--- src/hdl/sm83_load_unit_macros.svh ---
// Assertion macros for the SM83 load unit.
// Used by files that carry concurrent checks; relies on clk and arst_n in scope.
`ifndef SM83_LOAD_UNIT_MACROS_SVH
`define SM83_LOAD_UNIT_MACROS_SVH
// Plain invariant, sampled on clk, off during reset.
`define SM83LU_ASSERT(label, cond, msg) \
	label: assert property (@(posedge clk) disable iff (!arst_n) (cond)) else $error(msg);
// Condition in one cycle implies a consequence in the next.
`define SM83LU_ASSERT_NEXT(label, ante, cons, msg) \
	label: assert property (@(posedge clk) disable iff (!arst_n) (ante) |=> (cons)) \
		else $error(msg);
`endif

--- src/hdl/sm83lu_pkg.sv ---
// Shared types and codes for the SM83 load unit.
// No dependencies; used by sm83lu_regfile, sm83lu_exec and sm83_load_unit.
package sm83lu_pkg;

	typedef enum logic [3:0] {
		MODE_SP      = 4'd0,
		MODE_REL_16  = 4'd1,
		MODE_IMM_16  = 4'd2,
		MODE_IMM     = 4'd3,
		MODE_REG     = 4'd4,
		MODE_MEM_HL  = 4'd5,
		MODE_MEM_R16 = 4'd6,
		MODE_MEM_DI  = 4'd7,
		MODE_MEM_IMM = 4'd8,
		MODE_HIGH    = 4'd9
	} mode_t;

	localparam logic       KIND_INSTR   = 1'b0;
	localparam logic       KIND_DATA    = 1'b1;

	localparam logic [2:0] VAR_HL_INC   = 3'd1;
	localparam logic [2:0] VAR_HL_DEC   = 3'd2;
	localparam logic [2:0] VAR_HIGH_C   = 3'd3;
	localparam logic [2:0] VAR_HIGH_IMM = 3'd4;

	localparam logic [3:0] DEST_BC      = 4'd8;
	localparam logic [3:0] DEST_HL      = 4'd10;
	localparam logic [3:0] DEST_SP      = 4'd11;
	localparam logic [3:0] DEST_NONE    = 4'd15;

	localparam logic [2:0] REG_A        = 3'd7;

	localparam logic [1:0] ROW_BC       = 2'd0;
	localparam logic [1:0] ROW_HL       = 2'd2;
	localparam logic [1:0] ROW_SP       = 2'd3;

	localparam logic [7:0] HIGH_PAGE    = 8'hFF;
	localparam int         RF_ROWS      = 4;

	typedef struct packed {
		logic        opcode;
		logic [3:0]  ld_mode;
		logic [2:0]  variant;
		logic [7:0]  instr_byte;
		logic [7:0]  imm_lo;
		logic [7:0]  imm_hi;
		logic [7:0]  read_data;
	} item_t;

	typedef struct packed {
		logic        read_request;
		logic [15:0] read_address;
		logic [3:0]  dest_index;
		logic [15:0] dest_value;
		logic [3:0]  flags;
		logic [15:0] hl_value;
		logic        error;
	} result_t;

	// one write into the byte-register memory, a row holds two byte registers
	typedef struct packed {
		logic        en;
		logic [1:0]  row;
		logic [1:0]  be;
		logic [15:0] data;
	} rf_wr_t;

	// state kept in flops next to the memory
	typedef struct packed {
		logic [15:0] hl;
		logic [15:0] sp;
		logic [3:0]  flags;
		logic        pending;
		logic [2:0]  pdest;
	} arch_t;

	// memory row an instruction needs, chosen from the item alone
	function automatic logic [1:0] rd_row(input item_t it);
		logic [1:0] r;
		r = ROW_BC;
		case (it.ld_mode)
			MODE_REG:     r = it.instr_byte[2:1];
			MODE_MEM_R16: r = it.instr_byte[5:4];
			default:      r = ROW_BC;
		endcase
		return r;
	endfunction

endpackage

--- src/hdl/sm83lu_regfile.sv ---
// Byte-register memory for the SM83 load unit: 4 rows of two bytes, one read port
// with registered data, one byte-enable write port, write forwarding. Uses sm83lu_pkg.
module sm83lu_regfile (
	input  logic                 clk,
	input  logic                 arst_n,
	input  logic                 rd_en,
	input  logic [1:0]           rd_addr,
	output logic [15:0]          rd_data,
	input  sm83lu_pkg::rf_wr_t   wr
);

	logic [15:0]                    mem [sm83lu_pkg::RF_ROWS];
	logic [15:0]                    rdata_q;
	logic [1:0]                     rd_row_q;
	sm83lu_pkg::rf_wr_t             fwd_q;
	logic [sm83lu_pkg::RF_ROWS-1:0][1:0] valid_q;
	logic                           hit_hi;
	logic                           hit_lo;

	always_ff @(posedge clk) begin
		if (wr.en) begin
			if (wr.be[1])
				mem[wr.row][15:8] <= wr.data[15:8];
			if (wr.be[0])
				mem[wr.row][7:0] <= wr.data[7:0];
		end
	end

	always_ff @(posedge clk) begin
		if (rd_en) begin
			rdata_q  <= mem[rd_addr];
			rd_row_q <= rd_addr;
		end
	end

	// last write covers a read that landed on the same edge
	always_ff @(posedge clk or negedge arst_n) begin
		if (!arst_n) begin
			fwd_q   <= '0;
			valid_q <= '0;
		end else if (wr.en) begin
			fwd_q           <= wr;
			valid_q[wr.row] <= valid_q[wr.row] | wr.be;
		end
	end

	assign hit_hi = fwd_q.en && (fwd_q.row == rd_row_q) && fwd_q.be[1];
	assign hit_lo = fwd_q.en && (fwd_q.row == rd_row_q) && fwd_q.be[0];

	// bytes never written read as zero
	assign rd_data[15:8] = (hit_hi ? fwd_q.data[15:8] : rdata_q[15:8])
		& {8{valid_q[rd_row_q][1]}};
	assign rd_data[7:0]  = (hit_lo ? fwd_q.data[7:0] : rdata_q[7:0])
		& {8{valid_q[rd_row_q][0]}};

endmodule

--- src/hdl/sm83lu_exec.sv ---
// Execute logic of the SM83 load unit: decodes one item against the row read from
// memory and the flop state, giving the result, next state and write-back. Uses sm83lu_pkg.
module sm83lu_exec (
	input  sm83lu_pkg::item_t    item,
	input  logic [15:0]          rdata,
	input  sm83lu_pkg::arch_t    cur,
	output sm83lu_pkg::arch_t    nxt,
	output sm83lu_pkg::result_t  res,
	output sm83lu_pkg::rf_wr_t   wr
);

	logic [1:0]  row;
	logic [2:0]  dst;
	logic [2:0]  src;
	logic [7:0]  src_val;
	logic [15:0] pair_val;
	logic [4:0]  h_sum;
	logic [8:0]  c_sum;
	logic [15:0] rel_sum;
	logic        bw_en;
	logic [2:0]  bw_idx;
	logic [7:0]  bw_val;
	logic        pw_en;
	logic [1:0]  pw_row;
	logic [15:0] pw_val;
	logic        ex_req;
	logic [15:0] ex_addr;
	logic [3:0]  ex_didx;
	logic [15:0] ex_dval;
	logic        ex_err;
	logic        ex_pend;
	logic [2:0]  ex_pdest;
	logic [3:0]  ex_flags;
	logic [7:0]  high_lo;

	assign row = item.instr_byte[5:4];
	assign dst = item.instr_byte[5:3];
	assign src = item.instr_byte[2:0];

	always_comb begin
		if (src[2:1] == sm83lu_pkg::ROW_HL)
			src_val = src[0] ? cur.hl[7:0] : cur.hl[15:8];
		else
			src_val = src[0] ? rdata[7:0] : rdata[15:8];
	end

	always_comb begin
		case (row)
			sm83lu_pkg::ROW_HL: pair_val = cur.hl;
			sm83lu_pkg::ROW_SP: pair_val = cur.sp;
			default:            pair_val = rdata;
		endcase
	end

	assign h_sum   = {1'b0, cur.sp[3:0]} + {1'b0, item.imm_lo[3:0]};
	assign c_sum   = {1'b0, cur.sp[7:0]} + {1'b0, item.imm_lo};
	assign rel_sum = cur.sp + {{8{item.imm_lo[7]}}, item.imm_lo};

	always_comb begin
		if (item.variant == sm83lu_pkg::VAR_HIGH_C)
			high_lo = rdata[7:0];
		else if (item.variant == sm83lu_pkg::VAR_HIGH_IMM)
			high_lo = item.imm_lo;
		else
			high_lo = 8'h00;
	end

	always_comb begin
		bw_en    = 1'b0;
		bw_idx   = '0;
		bw_val   = '0;
		pw_en    = 1'b0;
		pw_row   = '0;
		pw_val   = '0;
		ex_req   = 1'b0;
		ex_addr  = '0;
		ex_didx  = sm83lu_pkg::DEST_NONE;
		ex_dval  = '0;
		ex_err   = 1'b0;
		ex_pend  = cur.pending;
		ex_pdest = cur.pdest;
		ex_flags = cur.flags;
		if (item.opcode == sm83lu_pkg::KIND_DATA) begin
			if (cur.pending) begin
				bw_en   = 1'b1;
				bw_idx  = cur.pdest;
				bw_val  = item.read_data;
				ex_didx = {1'b0, cur.pdest};
				ex_dval = {8'h00, item.read_data};
				ex_pend = 1'b0;
			end else begin
				ex_err = 1'b1;
			end
		end else begin
			ex_pend = 1'b0;
			case (item.ld_mode)
				sm83lu_pkg::MODE_SP: begin
					pw_en   = 1'b1;
					pw_row  = sm83lu_pkg::ROW_SP;
					pw_val  = cur.hl;
					ex_didx = sm83lu_pkg::DEST_SP;
					ex_dval = cur.hl;
				end
				sm83lu_pkg::MODE_REL_16: begin
					ex_flags = {2'b00, h_sum[4], c_sum[8]};
					pw_en    = 1'b1;
					pw_row   = sm83lu_pkg::ROW_HL;
					pw_val   = rel_sum;
					ex_didx  = sm83lu_pkg::DEST_HL;
					ex_dval  = rel_sum;
				end
				sm83lu_pkg::MODE_IMM_16: begin
					pw_en   = 1'b1;
					pw_row  = row;
					pw_val  = {item.imm_hi, item.imm_lo};
					ex_didx = sm83lu_pkg::DEST_BC + {2'b00, row};
					ex_dval = {item.imm_hi, item.imm_lo};
				end
				sm83lu_pkg::MODE_IMM: begin
					bw_en   = 1'b1;
					bw_idx  = {row, item.instr_byte[3]};
					bw_val  = item.imm_lo;
					ex_didx = {1'b0, row, item.instr_byte[3]};
					ex_dval = {8'h00, item.imm_lo};
				end
				sm83lu_pkg::MODE_REG: begin
					bw_en   = 1'b1;
					bw_idx  = dst;
					bw_val  = src_val;
					ex_didx = {1'b0, dst};
					ex_dval = {8'h00, src_val};
				end
				sm83lu_pkg::MODE_MEM_HL: begin
					ex_req   = 1'b1;
					ex_addr  = cur.hl;
					ex_pend  = 1'b1;
					ex_pdest = dst;
				end
				sm83lu_pkg::MODE_MEM_R16: begin
					ex_req   = 1'b1;
					ex_addr  = pair_val;
					ex_pend  = 1'b1;
					ex_pdest = sm83lu_pkg::REG_A;
				end
				sm83lu_pkg::MODE_MEM_DI: begin
					ex_req   = 1'b1;
					ex_addr  = cur.hl;
					ex_pend  = 1'b1;
					ex_pdest = sm83lu_pkg::REG_A;
					pw_row   = sm83lu_pkg::ROW_HL;
					if (item.variant == sm83lu_pkg::VAR_HL_INC) begin
						pw_en  = 1'b1;
						pw_val = cur.hl + 16'd1;
					end else if (item.variant == sm83lu_pkg::VAR_HL_DEC) begin
						pw_en  = 1'b1;
						pw_val = cur.hl - 16'd1;
					end
				end
				sm83lu_pkg::MODE_MEM_IMM: begin
					ex_req   = 1'b1;
					ex_addr  = {item.imm_hi, item.imm_lo};
					ex_pend  = 1'b1;
					ex_pdest = sm83lu_pkg::REG_A;
				end
				sm83lu_pkg::MODE_HIGH: begin
					ex_req   = 1'b1;
					ex_addr  = {sm83lu_pkg::HIGH_PAGE, high_lo};
					ex_pend  = 1'b1;
					ex_pdest = sm83lu_pkg::REG_A;
				end
				default: begin
					ex_err = 1'b1;
				end
			endcase
		end
	end

	// route byte and pair writes: H, L and SP live in flops, the rest in memory
	always_comb begin
		nxt         = cur;
		nxt.flags   = ex_flags;
		nxt.pending = ex_pend;
		nxt.pdest   = ex_pdest;
		wr          = '0;
		if (bw_en) begin
			if (bw_idx[2:1] == sm83lu_pkg::ROW_HL) begin
				if (bw_idx[0])
					nxt.hl[7:0] = bw_val;
				else
					nxt.hl[15:8] = bw_val;
			end else begin
				wr.en   = 1'b1;
				wr.row  = bw_idx[2:1];
				wr.be   = bw_idx[0] ? 2'b01 : 2'b10;
				wr.data = {bw_val, bw_val};
			end
		end
		if (pw_en) begin
			case (pw_row)
				sm83lu_pkg::ROW_HL: nxt.hl = pw_val;
				sm83lu_pkg::ROW_SP: nxt.sp = pw_val;
				default: begin
					wr.en   = 1'b1;
					wr.row  = pw_row;
					wr.be   = 2'b11;
					wr.data = pw_val;
				end
			endcase
		end
	end

	always_comb begin
		res              = '0;
		res.read_request = ex_req;
		res.read_address = ex_addr;
		res.dest_index   = ex_didx;
		res.dest_value   = ex_dval;
		res.flags        = nxt.flags;
		res.hl_value     = nxt.hl;
		res.error        = ex_err;
	end

endmodule

--- src/hdl/sm83_load_unit.sv ---
// Top level of the SM83 load unit: input stage, register-file memory, execute, output register.
// Depends on sm83lu_pkg, sm83lu_regfile, sm83lu_exec and sm83_load_unit_macros.svh.
//
// Takes one item per clock while the output side does not stall and returns exactly one result
// per item through the input stage and the output register. At the input transfer the unit
// reads one row (two byte registers) of a 4x16 synchronous memory holding B,C / D,E /
// scratch,A; the execute stage then combines that row with H, L, SP, flags and the pending
// read held in flops and, when not stalled, writes back and loads the output register. A write
// that lands on the same edge as a read of its row is forwarded. Per-byte valid flops make
// unwritten registers read as zero, so no clearing pass follows reset. A memory-form
// instruction returns the read address; the following data item completes the load.
`include "sm83_load_unit_macros.svh"

module sm83_load_unit (
	input  logic                 clk,
	input  logic                 arst_n,
	input  logic                 item_valid,
	output logic                 item_stall,
	input  sm83lu_pkg::item_t    item,
	output logic                 result_valid,
	input  logic                 result_stall,
	output sm83lu_pkg::result_t  result
);

	logic                 accept;
	logic                 advance;
	logic                 valid_s1;
	sm83lu_pkg::item_t    item_s1;
	logic [15:0]          rd_data;
	sm83lu_pkg::arch_t    arch_q;
	sm83lu_pkg::arch_t    arch_nxt;
	sm83lu_pkg::result_t  exec_res;
	sm83lu_pkg::rf_wr_t   exec_wr;
	sm83lu_pkg::rf_wr_t   rf_wr;
	logic                 result_valid_q;
	sm83lu_pkg::result_t  result_q;

	assign advance    = !result_valid_q || !result_stall;
	assign item_stall = valid_s1 && !advance;
	assign accept     = item_valid && !item_stall;

	always_ff @(posedge clk or negedge arst_n) begin
		if (!arst_n)
			valid_s1 <= 1'b0;
		else if (accept)
			valid_s1 <= 1'b1;
		else if (advance)
			valid_s1 <= 1'b0;
	end

	always_ff @(posedge clk) begin
		if (accept)
			item_s1 <= item;
	end

	sm83lu_regfile u_regfile (
		.clk     (clk),
		.arst_n  (arst_n),
		.rd_en   (accept),
		.rd_addr (sm83lu_pkg::rd_row(item)),
		.rd_data (rd_data),
		.wr      (rf_wr)
	);

	sm83lu_exec u_exec (
		.item  (item_s1),
		.rdata (rd_data),
		.cur   (arch_q),
		.nxt   (arch_nxt),
		.res   (exec_res),
		.wr    (exec_wr)
	);

	always_comb begin
		rf_wr    = exec_wr;
		rf_wr.en = exec_wr.en && valid_s1 && advance;
	end

	always_ff @(posedge clk or negedge arst_n) begin
		if (!arst_n)
			arch_q <= '0;
		else if (valid_s1 && advance)
			arch_q <= arch_nxt;
	end

	always_ff @(posedge clk or negedge arst_n) begin
		if (!arst_n)
			result_valid_q <= 1'b0;
		else if (advance)
			result_valid_q <= valid_s1;
	end

	always_ff @(posedge clk) begin
		if (valid_s1 && advance)
			result_q <= exec_res;
	end

	assign result_valid = result_valid_q;
	assign result       = result_q;

	`SM83LU_ASSERT(a_no_err_with_req, !(result_valid_q && result_q.error && result_q.read_request), "read request flagged as error")
	`SM83LU_ASSERT(a_none_zero, !(result_valid_q && result_q.dest_index == sm83lu_pkg::DEST_NONE && result_q.dest_value != 16'h0000), "value without destination")
	`SM83LU_ASSERT_NEXT(a_req_pends, valid_s1 && advance && exec_res.read_request, arch_q.pending, "read request did not leave a pending load")
	`SM83LU_ASSERT_NEXT(a_stray_data, valid_s1 && advance && item_s1.opcode == sm83lu_pkg::KIND_DATA && !arch_q.pending, result_valid_q && result_q.error, "stray data not flagged")
	`SM83LU_ASSERT_NEXT(a_accept_fills, accept, valid_s1, "transfer in did not fill the input stage")

endmodule
--- config.mk ---
export PLATFORM = sky130hd
export DESIGN_NAME = sm83_load_unit
export DESIGN_NICKNAME = d
export VERILOG_FILES = /design/src/hdl/sm83lu_pkg.sv /design/src/hdl/sm83lu_regfile.sv /design/src/hdl/sm83lu_exec.sv /design/src/hdl/sm83_load_unit.sv
export VERILOG_INCLUDE_DIRS = /design/src /design/src/hdl
export SDC_FILE = /design/constraint.sdc
export NUM_CORES = 1
export LEC_CHECK = 0
export BUFFER_PORTS_ARGS = -buffer_cell sky130_fd_sc_hd__clkbuf_2
export CAP_MARGIN = 5
export CORE_ASPECT_RATIO = 1.1
export CORE_MARGIN = 5
export CORE_UTILIZATION = 61
export DETAILED_ROUTE_END_ITERATION = 8
export GPL_TIMING_DRIVEN = 0
export PLACE_DENSITY = 0.81
export SLEW_MARGIN = 20
export SYNTH_ARGS = -nofsm -noshare
export SYNTH_HDL_FRONTEND = slang
export SYNTH_SLANG_ARGS = --single-unit
--- constraint.sdc ---
create_clock -name clk -period 4.4 [get_ports clk]
set_clock_uncertainty 0.15 [all_clocks]
set_input_delay 0.44 -clock clk [delete_from_list [all_inputs] [get_ports clk]]
set_output_delay 0.44 -clock clk [all_outputs]
set_load 0.01 [all_outputs]
==> summary.txt, run 1 <==
Power
  – Worst VDD drop: 0.3661 mV
  – Combinational share of power: 20.5%
  – Internal: 0.004431 W
  – Clock power share: 33.9%
  – Lkg Pwr: 6.042 nW
  – Pwr dens: 410.2 nW/um^2
  – Overall Power: 0.006327 W
  – P_sw: 0.001895 W
  – Switching portion of total power: 29.96%
  – Seq pwr share: 45.6%

Logic synthesis
  – Mapped Cells: 1230
  – Mapped cell area: 13140 sq um
  – Post-synth EDFFs: 178
  – Synth Area per Inst: 10.68 sq um
  – FFs w/ async S/R, synth: 28.51%
  – Sequential share of the synthesized area: 54.21%
  – Yosys warns: 0
  – #FFs+latches synth: 249
  – Most used DFF post-synth: edfxtp_1
  – Distinct cells, synth: 83

Clocking
  – Post-CTS setup buffers: 0
  – H-Tree Depth: 1
  – Num Clock Sinks: 249
  – Clk pin slew, worst setup/hold paths: 0.06 ns
  – CTS Buf Count: 26
  – Clock buffer depth: 3
  – CTS root buf: clkbuf_16
  – CTS tree: built
  – Clock Latency Late Sink: 0.54 ns

Die
  – Die Area: 24570 sq um
  – Die Wd: 149.9 microns
  – Die height: 163.9 microns
  – Initial Util: 61.67%
  – IO Pins: 104
  – Core area: 21300 sq um
  – Rows: 56

Worst setup path
  – CP Class: flip-flop to flip-flop
  – Levels on crit path: 9
  – Highest-delay cell along the critical path: a221oi_1
  – Crit path cell chain: ha_1 -> clkbuf_1 -> a21oi_1 -> nand2_1 -> o21ai_1 -> o21bai_1 -> xor2_1 -> a221oi_1 -> o21ai_0
  – CP Launch Type: flip-flop
  – CP arrival: 4.33 ns
  – WP buf/inv: 1
  – Req. time, crit path: 4.44 ns
  – Crit end category: flip-flop
  – R2r worst-path depth: 9
  – CP delay by family, top: compound AO/OA/AOI/OAI gates
  – Worst path max stage delay: 0.86 ns
  – CP Max Fanout: 12

Layout
  – Final design utilization: 72.40%
  – Final nets: 1480
  – Fill count: 1573
  – Post-route cell area: 15420 sq um
  – Share of cells above drive strength 1: 14.12%
  – Area Growth Syn to Fin: 17.40%

Detailed routing
  – Total Wirelength: 42400 microns
  – First drt pass iteration count: 8
  – Post-route ant nets: 0
  – Via count of the routed design: 11300
  – # DRC: 0
  – Drt first-iter violations: 1243
  – Vias per std cell: 6.532
  – WL/cell: 24.51 microns

STA
  – Unrepaired setup endpoints after global routing: no
  – Setup violators final: 0
  – Fin Hold WS: 0.01656 ns
  – Slew HR: 29.79%
  – Final Hold Vio Count: 0
  – Worst-Margin Slew: 1.042 ns
  – Final Cycle Share: 97.39%
  – Fmax: 0.2334 GHz
  – Minimum clock period: 4.285 ns
  – Max Slew Vio Count: 0

Worst hold path
  – Worst Hold Class: input port to flip-flop
  – Hold-critical path depth: 1

Global routing
  – Tot GR Track Use: 34.19%
  – Initial antenna violation count: 2
  – Largest net degree at the start of global routing: 44
  – First-pass GRT wire length: 63270 microns
  – Via count of the first global-routing pass: 11025
  – Overflow after GRT: 0

Place
  – Detailed placement HPWL: 30890 microns
  – Post-place instance area: 14170 sq um
  – Port Buf Inserts: 101
  – RD Place Congestion: 1.016

Run status
  – Status: completed

Flow run
  – Max-Cap Viols: 0
[power by group through the flow]
stage                     sequential, W  clock, W  combinational (W)
final                           0.00288   0.00215            0.00130
after global routing            0.00290   0.00228            0.00137
after CTS                       0.00287   0.00215            0.00125
after detailed placement        0.00292         0            0.00122
after global placement          0.00292         0            0.00117
after floorplan                 0.00291         0           0.000786
[final timing paths]
kind	start	end	slack [ns]
worst max-delay path	item_s1[23]	u_regfile.mem[0][12]	0.11
min in group asynchronous	arst_n	arch_q[11]	0.28
worst min register to register	u_regfile.valid_q[1]	u_regfile.valid_q[1]	0.33
max in group asynchronous	arst_n	arch_q[16]	3.18
worst max register to register	item_s1[23]	u_regfile.mem[0][12]	0.11
worst min-delay path	item[36]	item_s1[36]	0.02
[per-stage QoR]
stage | setup TNS, ns | setup slack [ns] | std cells
5_1_grt | 0 | 0.02140 | 1730
2_1_floorplan | 0 | 0.7754 | 1245
4_1_cts | 0 | 0.1749 | 1728
3_5_place_dp | 0 | 0.2032 | 1640
3_3_place_gp | -23.85 | -1.007 | 1636
6_report | 0 | 0.1150 | 1730
[flip-flops by register name (all words and copies together), names as in the netlist, 2 cells and up]
| name | flops |
|---|---|
| arch_q | 40 |
| item_s1 | 38 |
| result | 58 |
| u_regfile.fwd_q | 21 |
| u_regfile.mem | 64 |
| u_regfile.rd_row_q | 2 |
| u_regfile.rdata_q | 16 |
| u_regfile.valid_q | 8 |
[layer usage]
metal | part of all wire [%] | track usage (%) | up-vias | wire length, microns
met5 | 0 | 0 | - | 0
met4 | 6.6 | 18.93 | 0 | 2807
met3 | 11 | 8.195 | 203 | 4485
met2 | 48 | 56.77 | 808 | 20180
met1 | 35 | 41.12 | 5317 | 14930
li1 | - | - | 4972 | -
[synthesized netlist by cell type, types with 12 or more instances]
library cell / number / area [sq um]
edfxtp_1: 178 / 5345
nand2_1: 158 / 593.1
nor2_1: 103 / 386.6
a21oi_1: 77 / 385.4
o21ai_0: 73 / 365.4
dfrtp_1: 71 / 1777
mux2i_1: 59 / 590.6
clkbuf_1: 57 / 214.0
and2_1: 32 / 200.2
a31oi_1: 25 / 156.4
inv_1: 24 / 90.09
a211oi_1: 22 / 165.2
o22ai_1: 22 / 137.6
a22oi_1: 20 / 150.1
ha_1: 17 / 212.7
xnor2_1: 16 / 140.1
nand3_1: 15 / 75.07
nand2b_1: 13 / 81.33
a21o_1: 12 / 90.09
buf_2: 12 / 60.06
mux2_2: 12 / 135.1
[cell usage in the layout (no fill, tap or decap), drive strengths merged, types with 25 or more instances in the layout]
cell type and n:
inv 25, clkbuf 192, a31oi 25, mux2i 59
buf 25, dlygate4sd3 40, a21oi 78, dfrtp 71
edfxtp 178, nor2 104, o21ai 84, nand2 159
and2 33
[cell type report]
class                           instances  area [sq um]  area share, %
Clock buffer                           34         733.2          4.754
Tap cell                              290         362.8          2.353
Sequential cell                       249          7122          46.18
Buffer                                 78         327.8          2.126
Inverter                               24         90.09         0.5841
Multi-Input combinational cell        894          5668          36.75
Timing Repair Buffer                  145          1011          6.555
Clock inverter                         14         102.6         0.6653
Antenna cell                            2         5.005        0.03245
[what timing repair did]
| action | in CTS | in global routing |
|---|---|---|
| endpoints found under the setup margin | 0 | 8 |
| gates resized for setup | 0 | 2 |
| hold buffers | 40 | 0 |
| endpoints found under the hold margin | 67 | 0 |
[cells by family (layout without fill, tap and decap cells)]
logic type      after synthesis  count (layout)  synth area share, %
mux                          73              73                5.867
buf+inv                     102             295                3.172
xor+xnor                     29              29                2.048
simple gates                399             399                14.61
compound gates              359             359                18.29
other cells                   1              18              0.02855
flops                       249             249                54.21
fa+ha+maj                    18              18                1.772
Power figures use the tool's default switching activity.
==> run 2: changes to the inputs <==
- GPL_ROUTABILITY_DRIVEN: default -> 0
- RECOVER_POWER: default -> 50
==> run 2 against run 1 <==
Compared with the run above: the flow now finishes with violations (max-capacitance violations, max-slew violations); critical path type unchanged; hold slack lost 0.013 ns; design area shrank 0.58%; worst setup slack better by 0.017 ns; combinational power about the same; fmax increased by 0.39%.
==> summary.txt, run 2 (synthesis results as in run 1) <==
Global routing
  – Overflow after GRT: 0 (unchanged)
  – Via count of the first global-routing pass: 10989 (-0.33%)
  – Largest net degree at the start of global routing: 44 (unchanged)
  – Initial antenna violation count: 1 (-1)
  – First-pass GRT wire length: 61400 microns (-3.0%)
  – Tot GR Track Use: 32.59% (-1.6 points)

Layout
  – Post-route cell area: 15330 sq um (-0.58%)
  – Diode count: 0 (-2)
  – Share of cells above drive strength 1: 8.693% (-5.4 points)
  – Largest Register: u_regfile.mem
  – Final nets: 1480 (unchanged)
  – Most common cell after layout, fill and taps aside: edfxtp_1
  – Fill count: 1575 (+0.13%)
  – Commonest non-fill, non-tap cells in the layout: edfxtp_1, nand2_1, clkbuf_1
  – Max reg flops: 64 (unchanged)
  – Area Growth Syn to Fin: 16.72%

Worst setup path
  – CP arrival: 4.31 ns (-0.02 ns)
  – CP Class: flip-flop to flip-flop
  – CP Launch Type: flip-flop
  – R2R Setup Slk: 0.13 ns (+0.02 ns)
  – R2r worst-path depth: 9 (unchanged)
  – CP Max Fanout: 12 (unchanged)
  – Req. time, crit path: 4.44 ns (about the same)
  – Crit end category: flip-flop

STA
  – Final Cycle Share: 97.01% (-0.38 points)
  – Fin Hold WS: 0.003725 ns (-0.01283 ns)
  – Final Hold Vio Count: 0 (unchanged)
  – Unrepaired setup endpoints after global routing: no
  – Minimum clock period: 4.268 ns (-0.01676 ns)
  – Max Slew Vio Count: 72 (+72)
  – Setup violators final: 0 (unchanged)
  – Post-route setup TNS: 0 ns (unchanged)
  – Slew HR: -57.31% (-87 points)
  – Worst-Margin Slew: 2.360 ns (+1.317 ns)
  – Fmax: 0.2343 GHz (+0.39%)

Clocking
  – H-Tree Depth: 1 (unchanged)
  – Clk pin slew, worst setup/hold paths: 0.06 ns (about the same)
  – CTS tree: built
  – Clock Latency Late Sink: 0.54 ns (about the same)
  – Clock buffer depth: 3 (unchanged)
  – Num Clock Sinks: 249 (unchanged)
  – CTS Buf Count: 26 (unchanged)
  – CTS root buf: clkbuf_16

Detailed routing
  – Post-route ant nets: 0 (unchanged)
  – Total Wirelength: 40500 microns (-4.5%)
  – First drt pass iteration count: 9 (+1)
  – Via count of the routed design: 11377 (+0.68%)
  – Drt first-iter violations: 1652 (+33%)
  – # DRC: 0 (unchanged)
  – WL/cell: 23.43 microns (-4.4%)
  – Vias per std cell: 6.584 (+0.80%)

Power
  – Pwr dens: 422.8 nW/um^2 (+3.1%)
  – Overall Power: 0.006483 W (+2.5%)
  – Lkg Pwr: 5.834 nW (-3.4%)
  – Worst VDD drop: 0.3360 mV (-8.2%)

Worst hold path
  – Worst Hold Class: input port to flip-flop
  – Hold-critical path depth: 3 (+2)

Die
  – Initial Util: 61.67% (unchanged)
  – Core area: 21300 sq um (unchanged)
  – Die height: 163.9 microns (unchanged)
  – Die Area: 24570 sq um (unchanged)
  – Die Wd: 149.9 microns (unchanged)
  – Rows: 56 (unchanged)
  – IO Pins: 104 (unchanged)

Flow run
  – Max-Cap Viols: 2 (+2)

Place
  – Detailed placement HPWL: 29320 microns (-5.1%)
  – Post-place instance area: 14170 sq um (unchanged)
  – Port Buf Inserts: 101 (unchanged)

Run status
  – Status: finished, violations left
  – Failing checks: max-capacitance violations, max-slew violations
-- run 2: per-stage QoR --
step | setup slack, ns | util (%) | instances
floorplan | 0.7754 | - | 1245
global placement | -0.8702 | 66.01 | 1636
detailed placement | 0.2232 | 66.52 | 1640
CTS | 0.1952 | 72.59 | 1727
global route | 0.02359 | 71.98 | 1728
finish | 0.1317 | 71.98 | 1728
-- run 2: layer usage --
| layer | vias to the layer above | part of all wire, % | GRT usage [%] |
|---|---|---|---|
| met4 | 2 | 7.6 | 18.39 |
| met3 | 261 | 11 | 7.671 |
| li1 | 4975 | - | - |
| met5 | - | 0.032 | 0 |
| met1 | 5294 | 35 | 39.52 |
| met2 | 845 | 46 | 53.70 |
-- run 2: critical path, stage by stage, from the launching register on --
cell and delay, ns:
edfxtp_1 0.75, ha_1 0.34, clkbuf_1 0.21, a21oi_1 0.32, nand2_1 0.12, o21ai_1 0.48, o21bai_1 0.15, xor2_1 0.19
a221oi_1 0.84, o21ai_0 0.37
-- run 2: path summary, 6_finish.rpt --
check,startpoint,end
max,item_s1[23],u_regfile.mem[2][12]
min,result_stall,result_valid
max reg2reg,item_s1[23],u_regfile.mem[2][12]
min reg2reg,u_regfile.valid_q[4],u_regfile.valid_q[4]
max in group asynchronous,arst_n,valid_s1
min in group asynchronous,arst_n,arch_q[11]
-- run 2: area by class of cell --
cell class	instances	area, sq um	area share, %
multi-input combinational	894	5657	36.89
buffer	78	325.3	2.122
inverter	24	90.09	0.5876
timing repair buffer	145	874.6	5.704
clock inverter	18	214.0	1.395
sequential	249	7122	46.45
tap	290	362.8	2.367
clock buffer	30	686.9	4.480
-- run 2: what timing repair did --
action,4_1_cts,5_1_grt
setup buffers,0,0
hold buffers,39,0
gates resized for setup,0,1
hold endpoints to repair,66,0
setup endpoints to repair,0,4
-- run 2: where the power goes --
part | total (W) | switching (W) | internal, W
Combinational | 0.00127 | 0.000830 | 0.000438
Clock | 0.00233 | 0.000922 | 0.00141
Sequential | 0.00288 | 0.000141 | 0.00274
